--- src/pba_pkg.sv ---
`default_nettype none
package pba_pkg;

  localparam int POOL_BYTES   = 4096;
  localparam int UNIT_BYTES   = 32;
  localparam int HEADER_BYTES = 16;
  localparam int NUM_UNITS    = POOL_BYTES / UNIT_BYTES;

  localparam int IDX_W   = $clog2(NUM_UNITS);
  localparam int UNITS_W = $clog2(NUM_UNITS + 1);
  localparam int NXT_W   = UNITS_W + 1;

  localparam int OPC_W   = 2;
  localparam int REQ_W   = 13;
  localparam int ADDR_W  = 12;
  localparam int STAT_W  = 2;
  localparam int NEED_W  = REQ_W + 2;

  localparam int CFG_IDX_W = 1;
  localparam int CFG_W     = 3;
  localparam int TAIL_W    = 3;

  localparam logic [OPC_W-1:0] OP_REQ  = 2'd0;
  localparam logic [OPC_W-1:0] OP_REL  = 2'd1;
  localparam logic [OPC_W-1:0] OP_INIT = 2'd2;

  localparam logic [STAT_W-1:0] ST_OK     = 2'd0;
  localparam logic [STAT_W-1:0] ST_NOFIT  = 2'd1;
  localparam logic [STAT_W-1:0] ST_BADREL = 2'd2;

  localparam logic [CFG_IDX_W-1:0] CFG_BEST_FIT = 1'd0;
  localparam logic [CFG_IDX_W-1:0] CFG_TAIL     = 1'd1;

  typedef struct packed {
    logic [OPC_W-1:0]  opcode;
    logic [REQ_W-1:0]  request_bytes;
    logic [ADDR_W-1:0] release_address;
  } in_t;

  typedef struct packed {
    logic [STAT_W-1:0] status;
    logic [ADDR_W-1:0] payload_address;
  } out_t;

  typedef struct packed {
    logic               start;
    logic               free;
    logic [UNITS_W-1:0] units;
  } entry_t;

  localparam int ENTRY_W = $bits(entry_t);

  localparam entry_t ENTRY_ROOT = '{start: 1'b1, free: 1'b1,
                                    units: UNITS_W'(NUM_UNITS)};

  typedef enum logic [3:0] {
    S_IDLE,
    S_SRCH,
    S_M_A,
    S_M_CHK,
    S_M_B,
    S_M_W2,
    S_ALLOC,
    S_SPLIT,
    S_REL
  } state_e;

endpackage
`default_nettype wire

--- src/pba_ram.sv ---
`default_nettype none
module pba_ram #(
  parameter int WIDTH = 8,
  parameter int DEPTH = 128
) (
  input  wire logic                     clk_i,
  input  wire logic                     we_i,
  input  wire logic [$clog2(DEPTH)-1:0] addr_i,
  input  wire logic [WIDTH-1:0]         wdata_i,
  output logic      [WIDTH-1:0]         rdata_o
);

  logic [WIDTH-1:0] mem_q [DEPTH];

  always_ff @(posedge clk_i) begin
    if (we_i) begin
      mem_q[addr_i] <= wdata_i;
    end else begin
      rdata_o <= mem_q[addr_i];
    end
  end

endmodule
`default_nettype wire

--- src/pool_block_allocator.sv ---
`default_nettype none
// Unit-granular pool allocator. Raise start_i for one cycle while busy_o is
// low; exactly one result word follows on res_o, marked by a one-cycle done_o
// strobe in the cycle after the operation finishes, and must be taken then.
// Block state sits in one single-port RAM entry per unit (start, free, length)
// with a per-entry valid flop, so reinit only clears the valid flops and no
// clearing pass is needed after reset. A release passes through S_REL alone;
// reinit, a bad release address and an unknown opcode answer from idle and
// never raise busy_o. A request walks the block chain at one block per cycle
// (at most 128); if nothing fits, one merge pass joins free neighbours (S_M_A,
// then S_M_CHK and S_M_B per block, plus S_M_W2 per merged pair) and the walk
// repeats once; allocation writes in S_ALLOC and, on a split, in S_SPLIT.
module pool_block_allocator (
  input  wire logic                            clk_i,
  input  wire logic                            rst_ni,
  input  wire logic                            start_i,
  output logic                                 busy_o,
  input  wire pba_pkg::in_t                    item_i,
  output logic                                 done_o,
  output pba_pkg::out_t                        res_o,
  input  wire logic                            cfg_we_i,
  input  wire logic [pba_pkg::CFG_IDX_W-1:0]   cfg_idx_i,
  input  wire logic [pba_pkg::CFG_W-1:0]       cfg_data_i
);
  import pba_pkg::*;

  state_e state_q, state_d;
  logic              mode_q;
  logic [TAIL_W-1:0] tail_q;
  logic [IDX_W-1:0]  u_q, u_d, n_q, n_d, best_q, best_d;
  logic [UNITS_W-1:0] best_len_q, best_len_d;
  logic              best_v_q, best_v_d, merged_q, merged_d;
  logic [NEED_W-1:0] need_q, need_d;
  entry_t            a_q, a_d;
  logic [NUM_UNITS-1:0] valid_q;
  logic              clr_valid;
  logic              done_q, done_d;
  out_t              res_q, res_d;

  logic              ram_we;
  logic [IDX_W-1:0]  ram_addr, rd_idx_q;
  entry_t            ram_wdata, ram_rdata, rd_entry;

  pba_ram #(.WIDTH(ENTRY_W), .DEPTH(NUM_UNITS)) u_ram (
    .clk_i   (clk_i),
    .we_i    (ram_we),
    .addr_i  (ram_addr),
    .wdata_i (ram_wdata),
    .rdata_o (ram_rdata)
  );

  // entries never written since reinit read as the fresh pool
  always_comb begin
    if (valid_q[rd_idx_q]) begin
      rd_entry = ram_rdata;
    end else if (rd_idx_q == '0) begin
      rd_entry = ENTRY_ROOT;
    end else begin
      rd_entry = '0;
    end
  end

  logic [NEED_W-1:0] total, rounded, need_calc;
  logic [ADDR_W-1:0] rel_off;
  logic [ADDR_W-1:0] rel_div;
  logic              rel_bad;
  logic [NXT_W-1:0]  nxt;
  logic              fit, take, hit, last_blk, split;
  logic              bv;
  logic [IDX_W-1:0]  b;
  logic [UNITS_W-1:0] bl;

  always_comb begin
    total     = NEED_W'(item_i.request_bytes) + NEED_W'(HEADER_BYTES);
    rounded   = NEED_W'((total + NEED_W'(UNIT_BYTES - 1)) / UNIT_BYTES);
    need_calc = rounded + NEED_W'(tail_q);
    if (need_calc == '0) begin
      need_calc = NEED_W'(1);
    end
    rel_off = item_i.release_address - ADDR_W'(HEADER_BYTES);
    rel_div = ADDR_W'(rel_off / UNIT_BYTES);
    rel_bad = (item_i.release_address < ADDR_W'(HEADER_BYTES)) ||
              ((rel_off % UNIT_BYTES) != 0) ||
              (32'(rel_div) >= NUM_UNITS);
  end

  always_comb begin
    state_d    = state_q;
    u_d        = u_q;
    n_d        = n_q;
    best_d     = best_q;
    best_len_d = best_len_q;
    best_v_d   = best_v_q;
    merged_d   = merged_q;
    need_d     = need_q;
    a_d        = a_q;
    clr_valid  = 1'b0;
    done_d     = 1'b0;
    res_d      = res_q;
    ram_we     = 1'b0;
    ram_addr   = u_q;
    ram_wdata  = '0;
    nxt        = NXT_W'(u_q) + NXT_W'(rd_entry.units);
    fit        = 1'b0;
    take       = 1'b0;
    hit        = 1'b0;
    last_blk   = 1'b0;
    split      = 1'b0;
    bv         = best_v_q;
    b          = best_q;
    bl         = best_len_q;

    case (state_q)
      S_IDLE: begin
        if (start_i) begin
          case (item_i.opcode)
            OP_REQ: begin
              need_d   = need_calc;
              u_d      = '0;
              best_v_d = 1'b0;
              merged_d = 1'b0;
              ram_addr = '0;
              state_d  = S_SRCH;
            end
            OP_REL: begin
              if (rel_bad) begin
                done_d = 1'b1;
                res_d  = '{status: ST_BADREL, payload_address: '0};
              end else begin
                u_d      = rel_div[IDX_W-1:0];
                ram_addr = rel_div[IDX_W-1:0];
                state_d  = S_REL;
              end
            end
            OP_INIT: begin
              clr_valid = 1'b1;
              done_d    = 1'b1;
              res_d     = '{status: ST_OK, payload_address: '0};
            end
            default: begin
              done_d = 1'b1;
              res_d  = '{status: ST_OK, payload_address: '0};
            end
          endcase
        end
      end

      S_SRCH: begin
        fit  = rd_entry.start && rd_entry.free &&
               (NEED_W'(rd_entry.units) >= need_q);
        take = fit && (!mode_q || !best_v_q || (rd_entry.units < best_len_q));
        if (take) begin
          bv = 1'b1;
          b  = u_q;
          bl = rd_entry.units;
        end
        hit      = take && (!mode_q || (NEED_W'(rd_entry.units) == need_q));
        last_blk = (rd_entry.units == '0) || (32'(nxt) >= NUM_UNITS);
        best_v_d   = bv;
        best_d     = b;
        best_len_d = bl;
        if (hit || (last_blk && bv)) begin
          state_d = S_ALLOC;
        end else if (last_blk) begin
          if (!merged_q) begin
            u_d      = '0;
            ram_addr = '0;
            state_d  = S_M_A;
          end else begin
            done_d  = 1'b1;
            res_d   = '{status: ST_NOFIT, payload_address: '0};
            state_d = S_IDLE;
          end
        end else begin
          u_d      = nxt[IDX_W-1:0];
          ram_addr = nxt[IDX_W-1:0];
        end
      end

      S_M_A: begin
        a_d     = rd_entry;
        state_d = S_M_CHK;
      end

      S_M_CHK: begin
        nxt = NXT_W'(u_q) + NXT_W'(a_q.units);
        if ((a_q.units == '0) || (32'(nxt) >= NUM_UNITS)) begin
          // merge done: walk again from the pool start
          merged_d = 1'b1;
          best_v_d = 1'b0;
          u_d      = '0;
          ram_addr = '0;
          state_d  = S_SRCH;
        end else begin
          n_d      = nxt[IDX_W-1:0];
          ram_addr = nxt[IDX_W-1:0];
          state_d  = S_M_B;
        end
      end

      S_M_B: begin
        if (a_q.free && rd_entry.free) begin
          ram_we    = 1'b1;
          ram_addr  = u_q;
          a_d.units = a_q.units + rd_entry.units;
          ram_wdata = '{start: 1'b1, free: 1'b1, units: a_q.units + rd_entry.units};
          state_d   = S_M_W2;
        end else begin
          u_d     = n_q;
          a_d     = rd_entry;
          state_d = S_M_CHK;
        end
      end

      S_M_W2: begin
        ram_we    = 1'b1;
        ram_addr  = n_q;
        ram_wdata = '0;
        state_d   = S_M_CHK;
      end

      S_ALLOC: begin
        split     = NEED_W'(best_len_q) > need_q;
        ram_we    = 1'b1;
        ram_addr  = best_q;
        ram_wdata = '{start: 1'b1, free: 1'b0,
                      units: split ? need_q[UNITS_W-1:0] : best_len_q};
        res_d     = '{status: ST_OK,
                      payload_address: ADDR_W'(32'(best_q) * UNIT_BYTES + HEADER_BYTES)};
        if (split) begin
          state_d = S_SPLIT;
        end else begin
          done_d  = 1'b1;
          state_d = S_IDLE;
        end
      end

      S_SPLIT: begin
        ram_we    = 1'b1;
        ram_addr  = best_q + need_q[IDX_W-1:0];
        ram_wdata = '{start: 1'b1, free: 1'b1,
                      units: best_len_q - need_q[UNITS_W-1:0]};
        done_d    = 1'b1;
        state_d   = S_IDLE;
      end

      S_REL: begin
        if (rd_entry.start && !rd_entry.free) begin
          ram_we    = 1'b1;
          ram_addr  = u_q;
          ram_wdata = '{start: 1'b1, free: 1'b1, units: rd_entry.units};
          res_d     = '{status: ST_OK, payload_address: '0};
        end else begin
          res_d     = '{status: ST_BADREL, payload_address: '0};
        end
        done_d  = 1'b1;
        state_d = S_IDLE;
      end

      default: begin
        state_d = S_IDLE;
      end
    endcase
  end

  always_ff @(posedge clk_i or negedge rst_ni) begin
    if (!rst_ni) begin
      state_q  <= S_IDLE;
      mode_q   <= 1'b0;
      tail_q   <= '0;
      valid_q  <= '0;
      done_q   <= 1'b0;
      best_v_q <= 1'b0;
      merged_q <= 1'b0;
    end else begin
      state_q  <= state_d;
      done_q   <= done_d;
      best_v_q <= best_v_d;
      merged_q <= merged_d;
      if (clr_valid) begin
        valid_q <= '0;
      end else if (ram_we) begin
        valid_q[ram_addr] <= 1'b1;
      end
      if (cfg_we_i) begin
        case (cfg_idx_i)
          CFG_BEST_FIT: mode_q <= cfg_data_i[0];
          CFG_TAIL:     tail_q <= cfg_data_i[TAIL_W-1:0];
          default: begin
          end
        endcase
      end
    end
  end

  always_ff @(posedge clk_i) begin
    u_q        <= u_d;
    n_q        <= n_d;
    best_q     <= best_d;
    best_len_q <= best_len_d;
    need_q     <= need_d;
    a_q        <= a_d;
    res_q      <= res_d;
    if (!ram_we) begin
      rd_idx_q <= ram_addr;
    end
  end

  assign busy_o = (state_q != S_IDLE);
  assign done_o = done_q;
  assign res_o  = res_q;

  a_done_idle: assert property (@(posedge clk_i) disable iff (!rst_ni)
    done_o |-> !busy_o)
    else $error("result strobe while still busy");

  a_init_ok: assert property (@(posedge clk_i) disable iff (!rst_ni)
    (start_i && !busy_o && (item_i.opcode == OP_INIT)) |=>
      (done_o && (res_o.status == ST_OK) && (valid_q == '0)))
    else $error("reinit did not answer at once");

  a_fail_zero: assert property (@(posedge clk_i) disable iff (!rst_ni)
    (done_o && (res_o.status != ST_OK)) |-> (res_o.payload_address == '0))
    else $error("failed word carries an address");

  a_no_wr_idle: assert property (@(posedge clk_i) disable iff (!rst_ni)
    (state_q == S_IDLE) |-> !ram_we)
    else $error("pool write while idle");

endmodule
`default_nettype wire
--- config.mk ---
export PLATFORM = sky130hd
export DESIGN_NAME = pool_block_allocator
export DESIGN_NICKNAME = d
export VERILOG_FILES = /design/src/pba_pkg.sv /design/src/pba_ram.sv /design/src/pool_block_allocator.sv
export SDC_FILE = /design/constraint.sdc
export NUM_CORES = 2
export LEC_CHECK = 0
export BUFFER_PORTS_ARGS = -buffer_cell sky130_fd_sc_hd__buf_2
export CAP_MARGIN = 20
export CORE_MARGIN = 1.5
export CORE_UTILIZATION = 25
export CTS_CLUSTER_DIAMETER = 50
export DETAILED_ROUTE_END_ITERATION = 16
export PLACE_DENSITY = 0.47
export SYNTH_ARGS = -nofsm -noshare
export SYNTH_HDL_FRONTEND = slang
export SYNTH_SLANG_ARGS = --single-unit
--- constraint.sdc ---
create_clock -name clk_i -period 11.85 [get_ports clk_i]
set_clock_uncertainty 0.05 [all_clocks]
set_input_delay 0.5925 -clock clk_i [delete_from_list [all_inputs] [get_ports clk_i]]
set_output_delay 0.5925 -clock clk_i [all_outputs]
set_load 0.05 [all_outputs]
==> impl_results.md <==
* Leak at 26.7 nW
* Library cells used by synthesis at 96
* Layout Area Growth over Synthesis at 17.3%
* Top FF cell, synth: edfxtp_1
* CP Max Fanout at 56
* Area leader, netlist: edfxtp_1
* Syn. warnings at 0
* CTS sink count at 1494
* Grt met1 use at 21.8%
* Arr. time, crit path at 10.26 ns
* Postcts setup bufs at 0
* Residual DRC count at 14
* Starting density of the core at 25.2%
* Cell repeated most along the worst path: buf_4
* Die W at 506 um
* GP Congestion at 0.878
* Pin count of the biggest net entering global routing at 148
* Synth async-reset ratio at 9.30%
* Max-cap violations at 0
* Clock slew at reported path FFs at 0.06 ns
* TritonCTS clock tree: done
* Fmax at 104 MHz
* H-tree Lvls at 4
* Met2 Track Usage GR at 25.2%
* Root buffer cell: clkbuf_16
* IO Count at 51
* Hold slack at 0.113 ns
* Failing checks: DRC
* Post-DP HPWL at 130 mm
* Setup violations, final at 0
* Num rows at 184
* CTS Buffer Depth at 3
* Status: finished with violations
* Setup TNS at 0 ns
* Post-DRT Antenna Nets at 0
* Seq/Total Area, Yosys at 69.8%
* Top-count cell post-synth: edfxtp_1
* First-pass GRT wire length at 298 mm
* Startpoint Class: register
* Post-Syn Area at 63300 um2
* Clock Latency Late Sink at 0.82 ns
* Vias in the first global route at 39800
* Total track usage at 15.8%
* Worst EP required at 12.47 ns
* Max-slew headroom at 17.1%
* CP startpoint: rd_idx_q[0]
* Reg-to-reg startpoint: rd_idx_q[0]
* Cell count after synthesis at 4692
* Routed WL at 207 mm
* Fill count at 25300
* Yosys top cell area share at 64.3%
* DR pass1 iterations at 13
* FF-to-FF setup slack at 2.21 ns
* Top post-synthesis cells by area: edfxtp_1 64%, nand2_1 5.7%, dfrtp_1 5.5%, mux2i_1 3.7%, o21a_1 1.6%
* CP max stage cell: a211oi_1
* #FFs+latches synth at 1494
* Crit. End Element: register
* Core ar. at 251000 um2
* Peak VDD IR at 326 uV
* Final Max Slew Viols at 0
* IO buf count at 46
* Pwr Total at 18.5 mW
* RSZ-0062 raised after global routing: no
* Crit Path Class: reg -> reg
* Slew @ Worst Pin at 1.24 ns
* Vias per inst at 4.87
* Total grt overflow at 0
* Fin crit period at 9.64 ns
* Largest stage delay, worst path at 0.91 ns
* Via total after detailed routing at 40600
* Layout cells sized above 1 at 12.8%
* CTS buffer count at 177
* Post-synth EDFFs at 1355
* Pwr/cell area at 250 nW/um2
* Die ar. at 256000 um2
* Met3 Track Usage GR at 2.91%
* Die Y at 506 um
* Cells on worst reg2reg path at 28
* Hold Vio Cnt, Final at 0
* DR iter-0 viols at 4059
* Tcrit/Tclk final at 81.3%
* DR WL/cell at 24.8 um
* Initial antenna violation count at 13
* Commonest cells post-synth: 1355 x edfxtp_1, 953 x nand2_1, 247 x nor2_1
* Min-delay worst type: in -> reg
* Mean Syn Cell Area at 13.5 um2
* Reg2reg end: u_ram.rdata_o[7]
* # nets final at 4937
* CP Capture Point: u_ram.rdata_o[7]
* GR peak layer: met2
==> flip-flops by register name, summed over array words and instances (netlist names), 3 cells and up <==
register,count
res_o,10
u_ram.mem_q,1280
n_q,7
a_q,9
need_q,10
best_q,7
u_ram.rdata_o,10
tail_q,3
u_q,7
state_q,4
best_len_q,8
rd_idx_q,7
valid_q,128
==> through the flow <==
| stage | std cells | worst slack (ns) | instance area, um2 | utilization [%] |
|---|---|---|---|---|
| 2_1_floorplan | 4696 | 3.23 | 63300 | - |
| 3_3_place_gp | 7957 | 1.41 | 67800 | 27.0 |
| 3_5_place_dp | 7991 | 2.12 | 68100 | 27.1 |
| 4_1_cts | 8317 | 2.05 | 74000 | 29.4 |
| 5_1_grt | 8335 | 1.65 | 74200 | 29.5 |
| 6_report | 8336 | 2.21 | 74200 | 29.5 |
==> cells by family (layout without fill, tap and decap cells) <==
group                    count (synthesis)  in the layout  share of synthesized area (%)
AO/OA/AOI/OAI                          783            783                           9.19
XOR/XNOR                                40             40                          0.554
adder cells (fa/ha/maj)                 60             60                           1.26
buffers and inverters                  364            653                           2.68
flip-flops                            1494           1494                           69.8
multiplexers                           271            271                           4.81
other                                    1              8                        0.00593
AND/OR/NAND/NOR                       1679           1679                           11.7
==> per-layer routing <==
layer  vias up  part of all wire (%)
met2      1328                    47
met3       296                   6.0
met4         4                   2.8
li1      18100                     -
met5         -                 0.016
met1     20900                    45
==> critical path, delay by kind of cell (launching register included) <==
kind / cells / cell delay [ns]
buf+inv: 8 / 2.28
compound gates: 14 / 5.14
flops: 1 / 0.67
fa+ha+maj: 1 / 0.29
mux: 1 / 0.43
simple gates: 4 / 0.58
==> power breakdown <==
| part | switching, mW | total [mW] | internal, mW |
|---|---|---|---|
| clock | 2.27 | 5.46 | 3.20 |
| combinational | 5.15 | 6.88 | 1.73 |
| sequential | 0.170 | 6.19 | 6.02 |
| total | 7.58 | 18.5 | 11.0 |
==> how the worst min path moves through the flow <==
stage	start	to	depth (start not counted)	slack [ns]
global placement	valid_q[90]	valid_q[90]	1	0.42
finish	cfg_idx_i	mode_q	3	0.11
detailed placement	valid_q[93]	valid_q[93]	1	0.43
floorplan	rst_ni	best_v_q	0	0.25
CTS	cfg_idx_i	mode_q	3	0.05
global route	cfg_idx_i	mode_q	3	0.08
==> placed cells by master, fill, tap and decap left out, drive strengths merged, types with 25 or more instances in the layout <==
cell / instances
nand3: 167
clkinv: 52
and3: 50
a21oi: 136
buf: 271
nand2: 954
o221ai: 25
dfrtp: 139
nor2: 254
o22ai: 37
inv: 77
a2111oi: 103
edfxtp: 1355
nor4: 30
o21a: 131
ha: 54
a32o: 28
o21ai: 61
clkbuf: 231
nand4: 97
mux2i: 232
a21o: 26
a31oi: 31
==> area by class of cell <==
class | count | area [um2] | share of cell area (%)
inverter | 55 | 228 | 0.307
tap | 3348 | 4190 | 5.65
antenna | 3 | 7.51 | 0.0101
timing repair buffer | 276 | 2140 | 2.89
clock buffer | 230 | 4890 | 6.59
multi-input combinational | 2838 | 17600 | 23.7
clock inverter | 92 | 951 | 1.28
sequential | 1494 | 44200 | 59.5
==> timing repair <==
| item | 4_1_cts | 5_1_grt |
|---|---|---|
| hold buffers | 4 | 0 |
| resized for setup | 0 | 0 |
| setup endpoints to repair | 0 | 0 |
| hold endpoints to repair | 73 | 0 |
Note: power is estimated with default switching activity, not from simulation.
